File: src/hdl/csr_pkg.sv
// ----------------------------------------------------------------------------
// Complex square root package
// Control types shared by the cells of the root and divide chains.
// ----------------------------------------------------------------------------
`default_nettype none
package csr_pkg;

	typedef struct packed {
		logic adv;
		logic vld;
	} csr_step_t;

endpackage
`default_nettype wire

File: src/hdl/csr_div_cell.sv
// ----------------------------------------------------------------------------
// Divide cell
// One restoring step of an unsigned division: one quotient bit a cycle when the step advances.
// ----------------------------------------------------------------------------
`default_nettype none
module csr_div_cell #(
	parameter int NW = 48,
	parameter int DW = 26,
	parameter int SW = 8
) (
	input  wire                   clk,
	input  wire                   arst_n,
	input  csr_pkg::csr_step_t    step,
	input  wire  [NW-1:0]         num_i,
	input  wire  [DW-1:0]         div_i,
	input  wire  [DW-1:0]         rem_i,
	input  wire  [NW-1:0]         quo_i,
	input  wire  [SW-1:0]         side_i,
	output logic                  vld_o,
	output logic [NW-1:0]         num_o,
	output logic [DW-1:0]         div_o,
	output logic [DW-1:0]         rem_o,
	output logic [NW-1:0]         quo_o,
	output logic [SW-1:0]         side_o
);
	import csr_pkg::*;

	logic [DW:0] cur;
	logic [DW:0] diff;
	logic        take;

	always_comb begin
		cur  = {rem_i, num_i[NW-1]};
		diff = cur - {1'b0, div_i};
		take = cur >= {1'b0, div_i};
	end

	always_ff @(posedge clk or negedge arst_n) begin
		if (!arst_n) begin
			vld_o <= 1'b0;
		end else if (step.adv) begin
			vld_o <= step.vld;
		end
	end

	always_ff @(posedge clk) begin
		if (step.adv) begin
			num_o  <= {num_i[NW-2:0], 1'b0};
			div_o  <= div_i;
			rem_o  <= take ? diff[DW-1:0] : cur[DW-1:0];
			quo_o  <= {quo_i[NW-2:0], take};
			side_o <= side_i;
		end
	end
endmodule
`default_nettype wire

File: config.mk
export PLATFORM = sky130hd
export DESIGN_NAME = csr_div_cell
export DESIGN_NICKNAME = d
export VERILOG_FILES = /design/src/hdl/csr_pkg.sv /design/src/hdl/csr_div_cell.sv
export SDC_FILE = /design/constraint.sdc
export NUM_CORES = 1
export LEC_CHECK = 0
export BUFFER_PORTS_ARGS = -buffer_cell sky130_fd_sc_hd__buf_2
export CORE_ASPECT_RATIO = 1.4
export CORE_MARGIN = 1.5
export CORE_UTILIZATION = 30
export DETAILED_ROUTE_END_ITERATION = 6
export SYNTH_ARGS = -nofsm -noshare
export SYNTH_HDL_FRONTEND = slang
export SYNTH_SLANG_ARGS = --single-unit
File: constraint.sdc
create_clock -name clk -period 0.8 [get_ports clk]
set_input_delay 0.04 -clock clk [delete_from_list [all_inputs] [get_ports clk]]
set_output_delay 0.04 -clock clk [all_outputs]
set_load 0.02 [all_outputs]
-- After elaboration in Yosys (flattened, before gate mapping)
Cells that the tools add are included.
- register bits after elaboration: 156
- bits in latches: 0
- bits in writable memories: 0
- bits in read-only memories: 0
- input port bits: 160
- output and inout bits: 157
- word-level logic and storage cells: 9
- memories kept: 0
- $add $sub $neg: 1
- multipliers: 0
- div/mod/pow operators: 0
- magnitude comparators: 1
- equal/unequal tests: 0
- shift operators: 0
- multiplexer cells: 1
- bitwise operators: 0
- reduce and logical (&&, ||, !) cells: 0
- operator list (cell ; count):
    27-bit by 26-bit >= comparator with 1-bit output ; 1
    26-bit 2-to-1 mux ; 1
    26-bit subtractor ; 1

-- Longest topological paths before layout
Gate-level depths: netlist of the first run.
- depth in word-level cells: 2
- depth in mapped cells: 11
- mapped depth without buffers: 11

-- Worst setup path after synthesis of the first run
No wires, ideal clock.
- path kind: input to register
- start point: input port num_i[47]
- end point: register rem_o[22] (data pin)
- arrival time: 2.135 ns
- path slack: -1.596 ns
- stages on the path: 11
- path buffers: 0
- path through: inv_1 > ha_1 > inv_1 > fa_1 > a21oi_1 > o2bb2ai_1 > o31a_1 > a2111oi_0 > nor3_1 > xor2_1 > mux2_4
- longest elaborated chain between the ends: 2
- elaborated cells on any way between the ends: 3
- those cells by class: add/sub: 1; order compare: 1; mux: 1
- RTL lines (element ; line ; text):
    start, declared ; csr_div_cell.sv:14 ; input wire [NW-1:0] num_i,
    26-bit subtractor / 27-bit by 26-bit >= comparator with 1-bit output (equally long branches) ; csr_div_cell.sv:34, csr_div_cell.sv:35 ;
    26-bit 2-to-1 mux (*) ; csr_div_cell.sv:50 ; rem_o <= take ? diff[DW-1:0] : cur[DW-1:0];
    end signal, assigned ; csr_div_cell.sv:50 ;
    end, declared ; csr_div_cell.sv:22 ; output logic [DW-1:0] rem_o,
Mark *: on every way between the ends. The rest lies on a longest branch, timed or not.
A chain may end at the register's enable or synchronous reset.

-- Worst setup path after layout of the first run
- start point: input port num_i[47]
- end point: register rem_o[12] (data pin)
Same word-level chain as after synthesis.

==> run metrics, run 1 <==
Sink Count=156; Sw Ratio=about 27%; # setup viols final=~180; critical setup path kind=primary input to register; total congestion overflow=0; synth unique cells=64; combinational power share=26.8%; Final Hold Slack=17.95 ps; clk buf depth=2; area share of xor/xnor cells in the synthesized design=2.788%; Worst VDD drop=1.209 mV; I/O pin count=around 320; crit path cell chain=buf_12 -> inv_12 -> ha_4 -> inv_2 -> fa_2 -> a21oi_4 -> o2bb2ai_2 -> o31a_1 -> a21o_1 -> buf_4 -> buf_6 -> xor2_1 -> mux2_4; CTS tree=done; CTS buffer count=17; post-synthesis compound-gate area fraction=just under 9%; fillers=1678; Simple-Gate Fraction of Synth Area=approximately 4.1%; Fin. Hold Viols=0; Sequential Power Share=between 40% and 50%; fin crit share=251.7%; hold endpoint=quo_o[14]; Period minus WS final=approximately 2000 ps; Final GP Congestion=between 0.7 and 0.8; asr flop ratio synth=less than 1%; R2R Setup Slk=roughly 20 ps; via-per-instance ratio=4.400; Slew Limit Headroom=between 50% and 60%; GRT Total Usage=18.30%; worst setup margin=-1214 ps; core area=around 22000 um^2; Primary FF master, synth=edfxtp_1; CP max stage cell=fa_2; Worst EP required=just under 1000 ps; input/output buffers=roughly 310; DP HPWL=14.64 mm; failing checks=negative setup slack; Synth Area in Adders=under 10%; WL final=22.75 mm; final slew viol count=0; first-pass GRT wire length=31.05 mm; Clock transition at path regs=70 ps; Hold Crit Class=primary input to register; maxcap violations=0; initial antenna violation count=4; clk root buf=clkbuf_16; vias in the first global route=about 6000; max frequency=0.4966 GHz; Synth Warn #=0; cell-internal power=18.24 mW; clock share of power=between 30% and 40%; count of nets after finishing=between 1000 and 1500; die width=~130 um; CP max stage delay=around 380 ps; largest family of logic cells by synthesized area=compound AO/OA/AOI/OAI gates; register area share after synthesis=between 70 and 80%; Clock Latency Late Sink=about 420 ps; DRC errors left=0; cell area after synthesis=approximately 6600 um^2; # rows=between 60 and 70; post-synthesis mux area share=5.045%; Crit Path Max Fanout=5; Hold Crit Start=step[1]; layout cell share with drive strength beyond 1=roughly 55%; Post-synth EDFFs=between 150 and 200; Gate Count Post-Synth=~400; Post-Syn Area per Cell=between 15 and 20 um^2; DR iter-0 viols=around 250; H-tree level count=4; clock skew=0 ps; pin count of the biggest net entering global routing=52; delay-heaviest family, CP=compound AO/OA/AOI/OAI gates; Wirelength per Cell=between 15 and 20 um; antenna viol nets, final=0; Reg2Reg Depth=1; Worst-Margin Slew=about 640 ps; critical path capture point type=register; outcome=finished with violations; pwr dens=just under 2000 nW/um^2; Die ar.=22900 um^2; net count after synthesis=between 500 and 600; reg2reg start=vld_o; Leak=between 5 and 6 nW; Syn-to-layout area delta=96.13%; critical path depth=13; Crit Reg-Reg Endpoint=vld_o; Initial Utilization=~30%; synthesis-stage register bit count=156; launch point of the worst path=num_i[47]; Worst setup SP type=primary input; RSZ-0062 raised after global routing=true; WP buf/inv=5; switching pwr=a little under 7 mW; Pre-antenna DRT Iters=4; Arr. time, crit path=about 2200 ps; hold path depth=2; Die Height=roughly 180 um; Util after Layout=roughly 60%; Vias=5786
==> per-stage QoR <==
stage | worst slack, ps | cell area, um^2 | setup TNS, ps | instances | power, mW
after CTS | -1189 | 12290 | -63740 | 1308 | 24.66
after global placement | -1697 | 9622 | -42420 | 1113 | 15.18
final | -1214 | 12940 | -59970 | 1315 | 25.15
after floorplan | -1356 | 6865 | -34480 | 402 | 12.94
after global routing | -1286 | 12940 | -68050 | 1315 | 26.14
after detailed placement | -1714 | 9622 | -42990 | 1113 | 15.23
==> cell usage in the layout (no fill, tap or decap), types with 3 or more instances in the layout <==
cell type,count
a21oi_2,3
a311oi_2,3
clkbuf_16,17
buf_12,9
a21oi_4,5
buf_6,135
mux2_4,21
inv_2,3
nor3_1,3
inv_1,28
ha_4,14
buf_4,105
o21ai_0,5
ha_1,11
nor3_2,3
nand3_1,3
xor2_1,9
xnor2_1,11
o21a_1,6
dlygate4sd3_1,149
diode_2,4
clkinvlp_4,4
buf_2,187
a21o_1,6
inv_6,6
a211o_1,3
nor2_1,15
a21oi_1,10
edfxtp_1,155
nand2_1,15
inv_4,3
==> per-layer routing <==
metal  global-route usage [%]  up-vias  share of wire [%]
li1                         -     2743                  -
met1                    17.47     2784                 34
met2                    35.62      218                 57
met3                    4.889       41                6.6
met4                    8.801        0                3.1
met5                        0        -                  0
==> logic make-up (layout without fill, tap and decap cells) <==
group | count (synthesis) | after routing
xor+xnor | 21 | 21
simple gates | 56 | 56
compound gates | 75 | 75
flops | 156 | 156
buf+inv | 42 | 654
other cells | 1 | 5
mux | 24 | 24
fa+ha+maj | 27 | 27
==> how the worst max path moves through the flow <==
stage,to,slack [ps]
2_1_floorplan,rem_o[16],-1360
3_3_place_gp,rem_o[16],-1700
3_5_place_dp,rem_o[22],-1710
4_1_cts,rem_o[20],-1190
5_1_grt,rem_o[16],-1290
6_report,rem_o[12],-1210
==> power by group through the flow <==
stage	logic [mW]	clock network, mW	registers (mW)
6_report	6.74	8.17	10.2
4_1_cts	6.18	8.36	10.1
2_1_floorplan	1.68	0	11.3
5_1_grt	7.17	8.67	10.3
3_3_place_gp	4.95	0	10.2
3_5_place_dp	5.00	0	10.2
==> layout make-up <==
cell class	instances	area (um^2)	share of cell area (%)
sequential	156	4681	36.17
timing repair buffer	586	4931	38.11
clock buffer	18	429.2	3.317
antenna	4	10.01	0.07735
inverter	36	160.2	1.238
clock inverter	14	158.9	1.228
tap	297	371.6	2.872
multi-input combinational	204	2198	16.99
==> registers in the layout, summed over array words and instances (netlist names) <==
| name | cells |
|---|---|
| quo_o | 48 |
| div_o | 26 |
| side_o | 8 |
| num_o | 47 |
| vld_o | 1 |
| rem_o | 26 |
==> Yosys cell counts, types with 3 or more instances <==
| master | instances | share of area [%] |
|---|---|---|
| a211o_1 | 3 | 0.40 |
| a211oi_1 | 4 | 0.46 |
| a21o_1 | 6 | 0.68 |
| a21oi_1 | 15 | 1.1 |
| edfxtp_1 | 155 | 71 |
| ha_1 | 26 | 4.9 |
| inv_1 | 35 | 2.0 |
| mux2_2 | 6 | 1.0 |
| mux2_4 | 17 | 3.9 |
| nand2_1 | 16 | 0.91 |
| nand3_1 | 5 | 0.38 |
| nor2_1 | 15 | 0.85 |
| nor3_1 | 7 | 0.53 |
| o21a_1 | 6 | 0.68 |
| o21ai_0 | 8 | 0.61 |
| o31ai_1 | 3 | 0.34 |
| xnor2_1 | 11 | 1.5 |
| xor2_1 | 10 | 1.3 |
==> what timing repair did <==
action	in CTS	in global routing
endpoints found under the hold margin	152	0
resized for setup	114	205
pin swaps	7	17
setup buffers	13	7
cloned	2	0
endpoints found under the setup margin	183	183
hold buffers	149	0
Note: power is estimated with default switching activity, not from simulation.
==> run 2: changes to the inputs <==
--- a/config.mk
+++ b/config.mk
@@ -9,6 +9,7 @@
 export CORE_ASPECT_RATIO = 1.4
 export CORE_MARGIN = 1.5
 export CORE_UTILIZATION = 30
+export CTS_BUF_LIST = sky130_fd_sc_hd__clkbuf_8
 export DETAILED_ROUTE_END_ITERATION = 6
 export SYNTH_ARGS = -nofsm -noshare
 export SYNTH_HDL_FRONTEND = slang
==> run 2 against run 1 <==
  * The flow finishes with violations (negative hold slack, negative setup slack)
  * Final cell count shrank 0.23%
  * Global-route usage decreased by 0.49 points
  * Total power is 8.4% lower
  * Non-clock buffer count decreased by 2
  * Via count fell by 0.45%
  * Clock skew is the same
  * Flip-flop and latch count unchanged
  * Highest routed layer unchanged
==> run metrics, run 2 (same netlist as run 1, synthesis figures left out) <==
outcome=finished with violations; failing checks=negative hold slack, negative setup slack; Die ar.=22900 um^2 (unchanged); critical setup path kind=primary input to register; Syn-to-layout area delta=93.04%; leading cell types in the layout, fill and taps excluded=buf_2 (185), edfxtp_1 (155), dlygate4sd3_1 (149); Sw Ratio=28.98% (+1.5 points); vias in the first global route=5906 (-0.79%); Final Hold Slack=-16.11 ps (-34.06 ps); GRT Total Usage=17.80% (-0.49 points); Vias=5760 (-0.45%); cell-internal power=16.37 mW (-10%); Pre-antenna DRT Iters=5 (+1); antenna viol nets, final=0 (unchanged); Tot Pwr=23.04 mW (-8.4%); worst setup margin=-1168 ps (+45.49 ps); commonest non-fill, non-tap cell in the layout=buf_2; Slew Limit Headroom=60.12% (+2.9 points); Period minus WS final=1968 ps (-45.49 ps); Worst setup SP type=primary input; Wirelength per Cell=17.14 um (-0.91%); initial antenna violation count=2 (-2); RSZ-0062 raised after global routing=true; # rows=64 (unchanged); Sequential Power Share=44.4% (+3.7 points); Final GP Congestion=0.7807 (unchanged); total congestion overflow=0 (unchanged); clk buf depth=2 (unchanged); CP max stage delay=380 ps (about the same); CP max stage cell=fa_2; Initial Utilization=30.40% (unchanged); Worst EP required=1010 ps (+40 ps); pre-CTS setup slack=-1714 ps (unchanged); Cell Count Post-Placement=1113 (unchanged); Largest register FFs=48 (unchanged); area of the multi-input gates=2196 um^2 (-0.11%); Worst-Margin Slew=593.1 ps (-43.75 ps); clock skew=0 ps (unchanged); DRC errors left=0 (unchanged); # setup viols final=234 (+28%); Sink Count=156 (unchanged); fillers=1670 (-0.48%); combinational power share=29.0% (+2.2 points); Arr. time, crit path=2180 ps (about the same); DP HPWL=14.64 mm (unchanged); Leak=5.492 nW (-1.8%); Reg area=4681 um^2 (unchanged); die width=128.3 um (unchanged); via-per-instance ratio=4.390 (-0.22%); Fin. Hold Viols=3 (+3); Die Height=178.5 um (unchanged); Clock Latency Late Sink=460 ps (+40 ps); CTS buffer count=17 (unchanged); maxcap violations=0 (unchanged); layout cell share with drive strength beyond 1=55.04% (+0.11 points); pwr dens=1809 nW/um^2 (-6.9%); Util after Layout=58.69% (-0.94 points); core area=21700 um^2 (unchanged); fin crit share=246.0% (-5.7 points); clock share of power=26.5% (-6.0 points); DR iter-0 viols=228 (-9.5%); Crit Path Max Fanout=5 (unchanged); Hold Crit Class=primary input to register; count of nets after finishing=1186 (-0.17%); largest reg by FF count=quo_o; max frequency=0.5081 GHz (+2.3%); CTS tree=done; input/output buffers=314 (unchanged); clk root buf=clkbuf_8; Finished Layout Cells=1312 (-0.23%); critical path capture point type=register; crit path cell chain=buf_12 -> inv_12 -> ha_4 -> inv_2 -> fa_2 -> a21oi_4 -> o2bb2ai_2 -> o31a_1 -> a21o_1 -> buf_4 -> buf_6 -> xor2_1 -> mux2_4; pin count of the biggest net entering global routing=52 (unchanged); switching pwr=6.679 mW (-3.4%); first-pass GRT wire length=30.46 mm (-1.9%); I/O pin count=317 (unchanged); final slew viol count=0 (unchanged); Worst VDD drop=0.8885 mV (-27%); H-tree level count=4 (unchanged); WL final=22.49 mm (-1.1%); Clock transition at path regs=90 ps (+20 ps); largest registers=quo_o (48), num_o (47)
[run 2: changes by cell type in the layout (fill, tap and decap cells not counted), sizes merged]
cell and delta:
clkbuf -1, buf -2, inv +1, diode -1
[run 2: worst max-delay path: cells and delay by family]
family          cells  cell delay [ps]
mux                 1              250
fa+ha+maj           2              490
xor+xnor            1              130
buf+inv             5              430
compound gates      4              820
[run 2: final timing paths]
path / from / endpoint / slack (ps) / cells after the start
worst max-delay path: num_i[47] / rem_o[12] / -1170 / 13
min in group asynchronous: arst_n / vld_o / 500 / 3
worst max register to register: vld_o / vld_o / 30 / 1
worst min register to register: vld_o / vld_o / 540 / 1
max in group asynchronous: arst_n / vld_o / 180 / 3
worst min-delay path: rem_i[0] / rem_o[1] / -20 / 3
[run 2: cell type report]
cell class / count / area share (%)
flip-flops and latches: 156 / 36.75
inverters: 36 / 1.257
well taps: 297 / 2.918
clock inverters: 15 / 1.277
repair buffers: 584 / 38.66
multi-input cells: 204 / 17.24
clock buffers: 17 / 1.837
diodes: 3 / 0.05894
[run 2: stage by stage]
stage / cell area, um^2 / TNS (ps)
final: 12740 / -72680
after global routing: 12730 / -82400
after CTS: 12100 / -76550
after detailed placement: 9622 / -42990
after global placement: 9622 / -42420
after floorplan: 6865 / -34480
[run 2: repair_timing]
item | in CTS | in global routing
pin swaps | 7 | 18
gates cloned | 2 | 0
gates resized for setup | 116 | 207
setup buffers | 13 | 6
endpoints found under the hold margin | 158 | 10
hold buffers | 149 | 1
setup endpoints to repair | 183 | 235
[run 2: metal layers]
metal / routed length, um / vias up / track usage (%)
li1: - / 2734 / -
met1: 7668 / 2756 / 17.41
met2: 12700 / 228 / 34.39
met3: 1410 / 42 / 4.829
met4: 713 / 0 / 8.052
met5: 0 / - / 0
[run 2: power groups by stage]
| stage | Combinational [mW] | Clock, mW | Sequential, mW |
|---|---|---|---|
| floorplan | 1.68 | 0 | 11.3 |
| global placement | 4.95 | 0 | 10.2 |
| detailed placement | 5.00 | 0 | 10.2 |
| CTS | 6.18 | 6.24 | 10.1 |
| global route | 7.13 | 6.54 | 10.3 |
| finish | 6.69 | 6.12 | 10.2 |
==> run 3: changes to the inputs <==
==> constraint.sdc (replaced) <==
create_clock -name clk -period 1.75 [get_ports clk]
set_input_delay 0.0875 -clock clk [delete_from_list [all_inputs] [get_ports clk]]
set_output_delay 0.0875 -clock clk [all_outputs]
set_load 0.02 [all_outputs]
==> run 3 against run 2 <==
  * The run ends with negative setup slack left
  * Sequential share of layout area rose by 2.4 points
  * Register-to-register slack improved by 430 ps
  * Clock power fell by 50%
  * Clock skew did not move
  * Setup slack improved by 880 ps
  * Final cell count fell by 0.46%
  * Sequential power fell by 55%
  * Clock-buffer cell count did not move
  * Global-route usage rose by 0.056 points
  * Die area did not move
  * Final area fell by 6.2%
  * Core utilization fell by 3.6 points
  * Highest routed layer unchanged
==> run metrics, run 3 (same netlist as run 1, synthesis figures left out) <==
Worst EP required=1960 ps (+950 ps); clock share of power=29.2% (+2.7 points); Crit Reg-Reg Endpoint=vld_o; Final Hold Slack=40.54 ps (+56.65 ps); Vias=5653 (-1.9%); CP max stage delay=380 ps (about the same); cell-internal power=7.457 mW (-54%); critical setup path kind=primary input to register; die width=128.3 um (unchanged); total congestion overflow=0 (unchanged); final slew viol count=0 (unchanged); Finished Layout Cells=1306 (-0.46%); outcome=finished with violations; largest registers=quo_o (48), num_o (47); failing checks=negative setup slack; hold path depth=3 (unchanged); Fin. Hold Viols=0 (-3); fin crit share=116.4%; Hold Crit Start=rem_i[14]; Final GP Congestion=0.7646 (-2.1%); # rows=64 (unchanged); Wirelength per Cell=15.98 um (-6.8%); Worst setup SP type=primary input; Sw Ratio=28.11% (-0.88 points); Largest register FFs=48 (unchanged); I/O pin count=317 (unchanged); input/output buffers=314 (unchanged); DR iter-0 viols=177 (-22%); crit path cell chain=buf_8 -> inv_12 -> ha_4 -> inv_2 -> fa_2 -> a21oi_4 -> o2bb2ai_2 -> o31a_1 -> a21o_1 -> a311oi_2 -> xnor2_1 -> mux2_4; Initial Utilization=30.40% (unchanged); hold endpoint=rem_o[15]; clk buf depth=2 (unchanged); Hold Crit Class=primary input to register; Syn-to-layout area delta=81.17%; Leak=5.228 nW (-4.8%); Sink Count=156 (unchanged); fillers=1830 (+9.6%); reg2reg start=vld_o; worst setup margin=-287.5 ps (+880.5 ps); Worst-Margin Slew=561.3 ps (-31.86 ps); commonest non-fill, non-tap cell in the layout=buf_2; largest reg by FF count=quo_o; leading cell types in the layout, fill and taps excluded=buf_2 (308), edfxtp_1 (155), dlygate4sd3_1 (151); pin count of the biggest net entering global routing=62 (+19%); Reg2Reg Depth=2 (+1); via-per-instance ratio=4.328 (-1.4%); CTS tree=done; CTS buffer count=17 (unchanged); delay-heaviest family, CP=compound AO/OA/AOI/OAI gates; initial antenna violation count=2 (unchanged); switching pwr=2.915 mW (-56%); clk root buf=clkbuf_8; WL final=20.88 mm (-7.2%); CP max stage cell=fa_2; critical path capture point type=register; antenna viol nets, final=0 (unchanged); Crit Path Max Fanout=5 (unchanged); H-tree level count=4 (unchanged); first-pass GRT wire length=30.48 mm (about the same); core area=21700 um^2 (unchanged); R2R Setup Slk=460 ps (+430 ps); Die ar.=22900 um^2 (unchanged); pwr dens=867.8 nW/um^2 (-52%); GRT Total Usage=17.86% (+0.056 points); Clock transition at path regs=90 ps (about the same); Period minus WS final=a little over 2000 ps; max frequency=0.4908 GHz; Pre-antenna DRT Iters=4 (-1); Arr. time, crit path=2250 ps (+70 ps); Cell Count Post-Placement=1099 (-1.3%); combinational power share=26.5% (-2.5 points); Clock Latency Late Sink=450 ps (about the same); vias in the first global route=5912 (+0.10%); Slew Limit Headroom=62.26% (+2.1 points); count of nets after finishing=1181 (-0.42%); RSZ-0062 raised after global routing=true; maxcap violations=0 (unchanged); DP HPWL=14.48 mm (-1.1%); Worst VDD drop=0.4776 mV (-46%); DRC errors left=0 (unchanged); # setup viols final=27 (-88%); layout cell share with drive strength beyond 1=54.32% (-0.72 points); Die Height=178.5 um (unchanged); WP buf/inv=3 (-2); Sequential Power Share=44.3% (about the same); clock skew=0 ps (unchanged)
==> run 3: layout make-up <==
cell class / instances / area (um^2) / share of cell area [%]
clock buffer: 17 / 234.0 / 1.957
inverter: 36 / 162.7 / 1.361
timing repair buffer: 577 / 4074 / 34.08
timing repair inverter: 2 / 31.28 / 0.2617
sequential: 156 / 4679 / 39.15
multi-input combinational: 204 / 2186 / 18.29
clock inverter: 15 / 209.0 / 1.748
tap: 297 / 371.6 / 3.109
antenna: 2 / 5.005 / 0.04187
==> run 3: tightest hold or removal path: stages <==
cell	delay, ps
buf_2	90
buf_4	90
mux2_4	120
==> run 3: worst max path at each step <==
stage / startpoint / endpoint / slack [ps] / cells past startpoint
final: num_i[47] / rem_o[16] / -290 / 12
after global routing: num_i[47] / rem_o[16] / -320 / 12
after CTS: num_i[47] / rem_o[22] / -250 / 12
after detailed placement: num_i[47] / rem_o[22] / -860 / 12
after global placement: num_i[47] / rem_o[22] / -830 / 12
after floorplan: num_i[47] / rem_o[16] / -450 / 11
==> run 3: power by group through the flow <==
| stage | Clock (mW) | Combinational (mW) | Sequential, mW |
|---|---|---|---|
| 2_1_floorplan | 0 | 0.767 | 5.15 |
| 3_3_place_gp | 0 | 2.21 | 4.67 |
| 3_5_place_dp | 0 | 2.24 | 4.68 |
| 4_1_cts | 3.12 | 2.66 | 4.60 |
| 5_1_grt | 3.25 | 2.94 | 4.63 |
| 6_report | 3.03 | 2.75 | 4.60 |
==> run 3: metal layers <==
metal | wire length (um) | vias to the layer above | GRT usage (%) | part of all wire (%)
li1 | - | 2724 | - | -
met1 | 7278 | 2676 | 17.34 | 35
met2 | 11450 | 219 | 34.16 | 55
met3 | 1516 | 34 | 5.339 | 7.3
met4 | 634 | 0 | 8.287 | 3.0
met5 | 0 | - | 0 | 0
==> run 3: per-stage QoR <==
stage               utilization, %  area, um^2  total power [mW]  setup slack, ps  setup TNS, ps
detailed placement           43.56        9453             6.917           -859.3         -19450
CTS                          54.16       11750             10.38           -247.7          -2968
floorplan                        -        6864             5.915           -453.7         -10100
global route                 55.08       11950             10.83           -321.3          -5739
global placement             43.56        9453             6.889           -834.0         -19260
finish                       55.08       11950             10.37           -287.5          -4239
==> run 3: timing repair <==
item	in CTS	in global routing
endpoints found under the hold margin	154	0
gates resized for setup	45	27
hold buffers	151	0
pin swaps	6	11
setup endpoints to repair	25	27
setup buffers	15	6
gates cloned	2	0
